## config.mk

```make
export PLATFORM = sky130hd
export DESIGN_NAME = cpu_alu_with_flags_flat
export DESIGN_NICKNAME = d
export VERILOG_FILES = /design/src/rtl/calu_pkg.sv /design/src/rtl/calu_if.sv /design/src/rtl/calu_exec.sv /design/src/rtl/cpu_alu_with_flags.sv /design/src/flat_wrapper.sv
export SDC_FILE = /design/constraint.sdc
export NUM_CORES = 1
export LEC_CHECK = 0
export BUFFER_PORTS_ARGS = -buffer_cell sky130_fd_sc_hd__buf_4
export CAP_MARGIN = 20
export CORE_MARGIN = 8
export CORE_UTILIZATION = 45
export CTS_CLUSTER_DIAMETER = 80
export DETAILED_ROUTE_END_ITERATION = 12
export GPL_ROUTABILITY_DRIVEN = 0
export GPL_TIMING_DRIVEN = 0
export PLACE_DENSITY = 0.64
export SETUP_SLACK_MARGIN = 0.5
export SLEW_MARGIN = 30
export SYNTH_ARGS = -nofsm -noshare
export SYNTH_HDL_FRONTEND = slang
export SYNTH_SLANG_ARGS = --single-unit
```

## constraint.sdc

```tcl
create_clock -name clk -period 6.6 [get_ports clk]
set_input_delay 1.32 -clock clk [delete_from_list [all_inputs] [get_ports clk]]
set_output_delay 1.32 -clock clk [all_outputs]
set_load 0.01 [all_outputs]
```

## src/rtl/calu_pkg.sv

```systemverilog
`timescale 1ns / 1ps
`default_nettype none

package calu_pkg;

  // operation codes
  localparam logic [3:0] OP_ADD   = 4'd0;
  localparam logic [3:0] OP_ADC   = 4'd1;
  localparam logic [3:0] OP_SUB   = 4'd2;
  localparam logic [3:0] OP_SBC   = 4'd3;
  localparam logic [3:0] OP_AND   = 4'd4;
  localparam logic [3:0] OP_XOR   = 4'd5;
  localparam logic [3:0] OP_OR    = 4'd6;
  localparam logic [3:0] OP_CP    = 4'd7;
  localparam logic [3:0] OP_INC   = 4'd8;
  localparam logic [3:0] OP_DEC   = 4'd9;
  localparam logic [3:0] OP_DAA   = 4'd10;
  localparam logic [3:0] OP_CPL   = 4'd11;
  localparam logic [3:0] OP_ADD16 = 4'd12;
  localparam logic [3:0] OP_ADDSP = 4'd13;
  localparam logic [3:0] OP_INC16 = 4'd14;
  localparam logic [3:0] OP_DEC16 = 4'd15;

  // decimal adjust constants
  localparam logic [7:0] DAA_LO_ADJ = 8'h06;
  localparam logic [7:0] DAA_HI_ADJ = 8'h60;
  localparam logic [7:0] DAA_HI_MAX = 8'h99;
  localparam logic [3:0] DAA_LO_MAX = 4'd9;

  typedef struct packed {
    logic [3:0]  opcode;
    logic [15:0] operand_a;
    logic [15:0] operand_b;
    logic        zero_in;
    logic        subtract_in;
    logic        half_carry_in;
    logic        carry_in;
  } calu_in_t;

  typedef struct packed {
    logic [15:0] result_value;
    logic        write_result;
    logic        zero_out;
    logic        subtract_out;
    logic        half_carry_out;
    logic        carry_out;
  } calu_out_t;

endpackage

`default_nettype wire

```

## src/rtl/calu_if.sv

```systemverilog
`timescale 1ns / 1ps
`default_nettype none

// operand channel
interface calu_in_if;
  import calu_pkg::*;

  logic     valid;
  logic     ready;
  calu_in_t data;

  modport source (output valid, output data, input ready);
  modport sink (input valid, input data, output ready);
endinterface

// result channel
interface calu_out_if;
  import calu_pkg::*;

  logic      valid;
  logic      ready;
  calu_out_t data;

  modport source (output valid, output data, input ready);
  modport sink (input valid, input data, output ready);
endinterface

`default_nettype wire

```

## src/rtl/calu_exec.sv

```systemverilog
`timescale 1ns / 1ps
`default_nettype none

module calu_exec (
  input  calu_pkg::calu_in_t  op_i,
  output calu_pkg::calu_out_t res_o
);
  import calu_pkg::*;

  logic [7:0]  a;
  logic [7:0]  b;
  logic        k;
  logic [8:0]  add9;
  logic [4:0]  addh5;
  logic [8:0]  sub9;
  logic [4:0]  subh5;
  logic [7:0]  inc8;
  logic [7:0]  dec8;
  logic        daa_lo;
  logic        daa_hi;
  logic [7:0]  daa_up;
  logic [7:0]  daa_dn;
  logic [7:0]  daa_r;
  logic [16:0] sum17;
  logic [12:0] sumh13;
  logic [15:0] sp_ext;
  logic [15:0] sp_sum;
  logic [4:0]  sph5;
  logic [8:0]  spc9;

  assign a = op_i.operand_a[7:0];
  assign b = op_i.operand_b[7:0];

  // carry in only for the with-carry forms
  assign k = op_i.carry_in & ((op_i.opcode == OP_ADC) || (op_i.opcode == OP_SBC));

  // 8-bit add and subtract with nibble carries
  assign add9  = {1'b0, a} + {1'b0, b} + {8'd0, k};
  assign addh5 = {1'b0, a[3:0]} + {1'b0, b[3:0]} + {4'd0, k};
  assign sub9  = {1'b0, a} - {1'b0, b} - {8'd0, k};
  assign subh5 = {1'b0, a[3:0]} - {1'b0, b[3:0]} - {4'd0, k};
  assign inc8  = a + 8'd1;
  assign dec8  = a - 8'd1;

  // decimal adjust
  assign daa_lo = op_i.half_carry_in || (a[3:0] > DAA_LO_MAX);
  assign daa_hi = op_i.carry_in || (a > DAA_HI_MAX);
  assign daa_up = a + (daa_hi ? DAA_HI_ADJ : 8'd0) + (daa_lo ? DAA_LO_ADJ : 8'd0);
  assign daa_dn = a - (op_i.carry_in ? DAA_HI_ADJ : 8'd0)
                    - (op_i.half_carry_in ? DAA_LO_ADJ : 8'd0);
  assign daa_r  = op_i.subtract_in ? daa_dn : daa_up;

  // 16-bit add, carry from bit 11 and bit 15
  assign sum17  = {1'b0, op_i.operand_a} + {1'b0, op_i.operand_b};
  assign sumh13 = {1'b0, op_i.operand_a[11:0]} + {1'b0, op_i.operand_b[11:0]};

  // stack pointer plus signed byte, flags from the low byte
  assign sp_ext = {{8{b[7]}}, b};
  assign sp_sum = op_i.operand_a + sp_ext;
  assign sph5   = {1'b0, op_i.operand_a[3:0]} + {1'b0, b[3:0]};
  assign spc9   = {1'b0, op_i.operand_a[7:0]} + {1'b0, b};

  // result and flag select
  always_comb begin
    res_o.result_value   = 16'd0;
    res_o.write_result   = 1'b1;
    res_o.zero_out       = op_i.zero_in;
    res_o.subtract_out   = op_i.subtract_in;
    res_o.half_carry_out = op_i.half_carry_in;
    res_o.carry_out      = op_i.carry_in;
    case (op_i.opcode)
      OP_ADD, OP_ADC: begin
        res_o.result_value   = {8'd0, add9[7:0]};
        res_o.zero_out       = (add9[7:0] == 8'd0);
        res_o.subtract_out   = 1'b0;
        res_o.half_carry_out = addh5[4];
        res_o.carry_out      = add9[8];
      end
      OP_SUB, OP_SBC, OP_CP: begin
        res_o.result_value   = {8'd0, sub9[7:0]};
        res_o.write_result   = (op_i.opcode != OP_CP);
        res_o.zero_out       = (sub9[7:0] == 8'd0);
        res_o.subtract_out   = 1'b1;
        res_o.half_carry_out = subh5[4];
        res_o.carry_out      = sub9[8];
      end
      OP_AND: begin
        res_o.result_value   = {8'd0, a & b};
        res_o.zero_out       = ((a & b) == 8'd0);
        res_o.subtract_out   = 1'b0;
        res_o.half_carry_out = 1'b1;
        res_o.carry_out      = 1'b0;
      end
      OP_XOR: begin
        res_o.result_value   = {8'd0, a ^ b};
        res_o.zero_out       = ((a ^ b) == 8'd0);
        res_o.subtract_out   = 1'b0;
        res_o.half_carry_out = 1'b0;
        res_o.carry_out      = 1'b0;
      end
      OP_OR: begin
        res_o.result_value   = {8'd0, a | b};
        res_o.zero_out       = ((a | b) == 8'd0);
        res_o.subtract_out   = 1'b0;
        res_o.half_carry_out = 1'b0;
        res_o.carry_out      = 1'b0;
      end
      OP_INC: begin
        res_o.result_value   = {8'd0, inc8};
        res_o.zero_out       = (inc8 == 8'd0);
        res_o.subtract_out   = 1'b0;
        res_o.half_carry_out = (inc8[3:0] == 4'h0);
      end
      OP_DEC: begin
        res_o.result_value   = {8'd0, dec8};
        res_o.zero_out       = (dec8 == 8'd0);
        res_o.subtract_out   = 1'b1;
        res_o.half_carry_out = (dec8[3:0] == 4'hF);
      end
      OP_DAA: begin
        res_o.result_value   = {8'd0, daa_r};
        res_o.zero_out       = (daa_r == 8'd0);
        res_o.half_carry_out = 1'b0;
        res_o.carry_out      = op_i.subtract_in ? op_i.carry_in : daa_hi;
      end
      OP_CPL: begin
        res_o.result_value   = {8'd0, ~a};
        res_o.subtract_out   = 1'b1;
        res_o.half_carry_out = 1'b1;
      end
      OP_ADD16: begin
        res_o.result_value   = sum17[15:0];
        res_o.subtract_out   = 1'b0;
        res_o.half_carry_out = sumh13[12];
        res_o.carry_out      = sum17[16];
      end
      OP_ADDSP: begin
        res_o.result_value   = sp_sum;
        res_o.zero_out       = 1'b0;
        res_o.subtract_out   = 1'b0;
        res_o.half_carry_out = sph5[4];
        res_o.carry_out      = spc9[8];
      end
      OP_INC16: begin
        res_o.result_value = op_i.operand_a + 16'd1;
      end
      OP_DEC16: begin
        res_o.result_value = op_i.operand_a - 16'd1;
      end
      default: begin
        res_o.result_value = 16'd0;
      end
    endcase
  end

endmodule

`default_nettype wire

```

## src/rtl/cpu_alu_with_flags.sv

```systemverilog
`timescale 1ns / 1ps
`default_nettype none

// channel   dir   handshake      payload
// in_ch     in    valid/ready    opcode, operand_a, operand_b, four flags
// out_ch    out   valid/ready    result_value, write_result, four flags
//
// one item per cycle sustained while out_ch.ready is high; an accepted item passes
// through the operand register, then the flag/result mux into the result register,
// which drives out_ch.valid for its result handshake
// rst_n is synchronous and clears both valid bits, payload is not reset
// in_ch.ready follows out_ch.ready in the same cycle once both the operand and result
// registers hold items; an empty operand register still takes one more item under a stall

module cpu_alu_with_flags (
  input  wire        clk,
  input  wire        rst_n,
  calu_in_if.sink    in_ch,
  calu_out_if.source out_ch
);
  import calu_pkg::*;

  logic      in_v_r;
  logic      in_v_nxt;
  calu_in_t  in_d_r;
  logic      out_v_r;
  logic      out_v_nxt;
  calu_out_t out_d_r;
  calu_out_t exec_res;
  logic      stage_adv;
  logic      in_take;

  // handshake control
  assign stage_adv   = !out_v_r || out_ch.ready;
  assign in_ch.ready = !in_v_r || stage_adv;
  assign in_take     = in_ch.valid && in_ch.ready;

  assign in_v_nxt  = in_ch.ready ? in_ch.valid : in_v_r;
  assign out_v_nxt = stage_adv ? in_v_r : out_v_r;

  // operand register
  always_ff @(posedge clk) begin
    if (!rst_n) begin
      in_v_r <= 1'b0;
    end else begin
      in_v_r <= in_v_nxt;
    end
  end

  always_ff @(posedge clk) begin
    if (in_take) begin
      in_d_r <= in_ch.data;
    end
  end

  calu_exec u_exec (
    .op_i  (in_d_r),
    .res_o (exec_res)
  );

  // result register
  always_ff @(posedge clk) begin
    if (!rst_n) begin
      out_v_r <= 1'b0;
    end else begin
      out_v_r <= out_v_nxt;
    end
  end

  always_ff @(posedge clk) begin
    if (stage_adv && in_v_r) begin
      out_d_r <= exec_res;
    end
  end

  assign out_ch.valid = out_v_r;
  assign out_ch.data  = out_d_r;

`ifndef SYNTH
  // an accepted item is held in the operand register next cycle
  a_take_lands: assert property (@(posedge clk) disable iff (!rst_n)
    in_take |=> in_v_r)
    else $error("accepted item not captured");

  // a blocked operand register keeps its item
  a_stall_holds: assert property (@(posedge clk) disable iff (!rst_n)
    in_v_r && !stage_adv |=> in_v_r && $stable(in_d_r))
    else $error("operand register lost item under stall");

  // 8-bit operations leave the upper byte clear
  a_byte_ops: assert property (@(posedge clk) disable iff (!rst_n)
    in_v_r && (in_d_r.opcode < OP_ADD16) |-> exec_res.result_value[15:8] == 8'd0)
    else $error("upper byte set on 8-bit operation");

  // compare suppresses write and behaves as subtract
  a_cp_nowrite: assert property (@(posedge clk) disable iff (!rst_n)
    in_v_r && (in_d_r.opcode == OP_CP) |-> !exec_res.write_result && exec_res.subtract_out)
    else $error("compare wrote result or cleared subtract flag");
`endif

endmodule

`default_nettype wire
```

## src/flat_wrapper.sv

```systemverilog
// flat-port wrapper written by rule: the top's interface ports become plain ports
module cpu_alu_with_flags_flat import calu_pkg::*;
  (clk, rst_n, in_ch_valid, in_ch_data, in_ch_ready, out_ch_valid, out_ch_data, out_ch_ready);
  calu_in_if in_ch_i ();
  calu_out_if out_ch_i ();
  input  wire clk;
  input  wire rst_n;
  input wire logic [$bits(in_ch_i.valid)-1:0] in_ch_valid;
  input wire logic [$bits(in_ch_i.data)-1:0] in_ch_data;
  output wire logic [$bits(in_ch_i.ready)-1:0] in_ch_ready;
  output wire logic [$bits(out_ch_i.valid)-1:0] out_ch_valid;
  output wire logic [$bits(out_ch_i.data)-1:0] out_ch_data;
  input wire logic [$bits(out_ch_i.ready)-1:0] out_ch_ready;
  assign in_ch_i.valid = in_ch_valid;
  assign in_ch_i.data = in_ch_data;
  assign in_ch_ready = in_ch_i.ready;
  assign out_ch_valid = out_ch_i.valid;
  assign out_ch_data = out_ch_i.data;
  assign out_ch_i.ready = out_ch_ready;
  cpu_alu_with_flags u_core (.clk(clk), .rst_n(rst_n), .in_ch(in_ch_i), .out_ch(out_ch_i));
endmodule
```

==> run metrics <==
CTS tree=done; largest net degree at the start of global routing=29; Core ar.=about 14000 um^2; Worst slew margin=approximately two fifths; FFs w/ async S/R, synth=0%; DR vias=about 6.3k; Setup CP Type=flip-flop to flip-flop; Pwr Total=1.54 mW; Hold Path Sink=u_core.out_ch.valid$_SDFFE_PN0P_; Area Growth Syn to Fin=16.6%; Die Wd=136 um; mean cell area of the mapped netlist=slightly below 9 um^2; DR pass1 iterations=6; clk_lat worst skew=~350 ps; layout cells sized above 1=12.2%; critical path required time=6670 ps; switching share of power=34.1%; status=complete, no violations; final setup fails=0; most frequent cells in the layout=ha_1, buf_4, edfxtp_1; layout net count=930; WHS Path Cells=1; internal power=1.01 mW; Logic pwr share=between 30% and 40%; Inserted Clock Buffers=9; EDFF count, synth=61; CP Launch Type=flip-flop; Remaining Overflow, GRT=0; Synth Instances=about 730; cell row count=43; Ys Warns=0; DR WL/cell=roughly 21 um; Slew Limit Fails=0; sequential-to-total area share from yosys stat=between 20 and 30%; FF-to-FF path depth=15; max cap viols=0; Final Hold Vio Count=0; area of the mapped netlist=6440 um^2; clk sink count=63; Peak supply drop=around 0.13 mV; internal reg-to-reg setup slack=between 1500 and 2000 ps; fill count=between 1k and 1.5k; H-tree depth=3; Crit. End Element=flip-flop; routed vias/inst=roughly 6.4; Worst setup startpoint=u_core.in_d_r[38]$_DFFE_PP_; dpl cells=roughly 980; hold_sp=u_core.in_v_r$_SDFFE_PN0N_; Initial Utilization=46.2%; Port Buf Inserts=66; Setup Skew=roughly 5.4 ps; Total Wirelength=21100 um; post-synth cell types=slightly below 80; hold buffer count at CTS=0; worst-path fanout max=10; RSZ-0062 raised after global routing=no; Leak=2.97 nW; CTS root buffer=clkbuf_16; Core Util, Final=roughly 54%; global-route wire length before repair=approximately 33000 um; Setup TNS=0 ps; post-cts repair resize count=0; overall global routing resource usage=between 20% and 30%; Clock Power Share=about a third; initial antenna violation count=0; Ports=67; Post-DP HPWL=16800 um; number of DRC markers in iteration 0=832; Worst R2R End=u_core.out_ch.data[18]$_DFFE_PP_; most common cell after layout, fill and taps aside=ha_1; WP data arrival=between 5000 and 6000 ps; syn_nets=~850; non-filler cells, final=between 900 and 1k; Ant. Diodes=0; Worst Hold Class=flip-flop to flip-flop; PD cells=205 nW/um^2; Tcrit/Tclk final=76.4%; CTS Buffer Depth=2; reg-to-reg critical path startpoint=u_core.in_d_r[38]$_DFFE_PP_; Main synth FF type=edfxtp_1; DIE AREA=~18000 um^2; Die Y=roughly 140 um; post-synthesis register bit count=between 60 and 70; switching pwr=approximately 0.52 mW; Routed Antenna Nets=0; DRC viols=0; vias in the first global route=approximately 6.1k; Tightest Pin Transition=868 ps; Fmax achieved=just under 200 MHz; sequential power share=roughly a third; Final min period=between 5000 and 6000 ps; post-CTS setup buffers=0; clock-pin transition on the worst setup and hold timing paths=roughly 60 ps
## power by group through the flow
stage / Clock [mW] / Sequential [mW] / Combinational [mW]
after global placement: 0 / 0.501 / 0.503
after detailed placement: 0 / 0.501 / 0.516
final: 0.506 / 0.493 / 0.537
after floorplan: 0 / 0.497 / 0.359
after global routing: 0.532 / 0.496 / 0.578
after CTS: 0.515 / 0.493 / 0.520
## logic make-up (layout without fill, tap and decap cells)
group | Yosys count | count (layout) | share of synthesized area, %
and+or+nand+nor | 234 | 234 | 18.2
AOI/OAI and AO/OA | 217 | 217 | 23.6
adders and majority gates | 79 | 79 | 15.9
buffers and inverters | 74 | 157 | 4.60
DFF | 63 | 63 | 29.1
xor gates and xnor gates | 56 | 56 | 7.73
muxes | 6 | 6 | 0.932
## critical path, stage by stage (launching register included)
cell       delay (ps)
edfxtp_1          390
clkbuf_1          370
and2_1            190
clkbuf_1          430
nand2_1           180
nor2_1            390
clkbuf_1          410
a21oi_1            80
ha_1              350
o21a_1            190
o31a_1            150
o41ai_2           480
o211ai_1          220
a2111oi_0         610
or4_1             200
o211ai_1          130
## cells in the mapped netlist, types with 3 or more instances
library cell	count	area share, %
a21oi_1	49	3.8
or2_2	3	0.29
o31a_1	4	0.54
nor2b_1	11	1.1
or4_1	6	0.70
o31ai_1	3	0.35
fa_1	5	1.6
o211ai_1	14	1.6
a211oi_1	14	1.6
nand3_1	26	2.0
a31oi_1	10	0.97
nor3_1	27	2.1
nor4_1	9	0.87
xnor2_1	40	5.4
nor2_1	46	2.7
or3_1	5	0.49
nand4_1	12	1.2
and2_1	6	0.58
mux2i_1	6	0.93
and3_1	4	0.39
edfxtp_1	61	28
a32oi_1	6	0.82
buf_1	4	0.23
o221ai_1	4	0.54
a21o_1	16	1.9
xor2_1	15	2.0
nand2b_1	4	0.39
o2111ai_1	3	0.41
o22ai_1	13	1.3
o21a_1	11	1.3
o21bai_1	4	0.47
a221oi_1	3	0.41
inv_1	45	2.6
o21ai_0	28	2.2
nand2_1	58	3.4
nor3b_1	4	0.47
ha_1	74	14
clkbuf_1	22	1.3
## flip-flops by register name, indices dropped and copies added, names as in the netlist
name                 flops
u_core.in_d_r           40
u_core.out_ch.data      21
u_core.in_v_r            1
u_core.out_ch.valid      1
## through the flow
stage	cell area, um^2	hold WS (ps)	setup slack [ps]
floorplan	6440	477	2860
global placement	7160	488	1770
detailed placement	7200	520	1700
CTS	7510	541	1680
global route	7510	583	1200
finish	7510	541	1560
## final cells by class
cell class,instances,area (um^2),share of cell area (%)
Clock buffer,9,225,3.00
Tap cell,180,225,3.00
Timing Repair Buffer,67,515,6.87
Inverter,45,169,2.25
Clock inverter,7,87.6,1.17
Buffer,29,128,1.70
Multi-Input combinational cell,592,4290,57.1
Sequential cell,63,1870,24.9
## worst max path at each step
stage	end	depth (start not counted)
final	u_core.out_ch.data[18]$_DFFE_PP_	15
after global routing	u_core.out_ch.data[18]$_DFFE_PP_	15
after CTS	u_core.out_ch.data[18]$_DFFE_PP_	15
after detailed placement	u_core.out_ch.data[18]$_DFFE_PP_	15
after global placement	u_core.out_ch.data[18]$_DFFE_PP_	15
after floorplan	u_core.out_ch.data[18]$_DFFE_PP_	15
## per-layer routing
layer / GRT usage, % / wire, um
met4: 10.7 / 731
met5: 0 / 0
met3: 6.97 / 2430
met2: 33.7 / 9010
met1: 30.4 / 8910
Note: power is estimated with default switching activity, not from simulation.
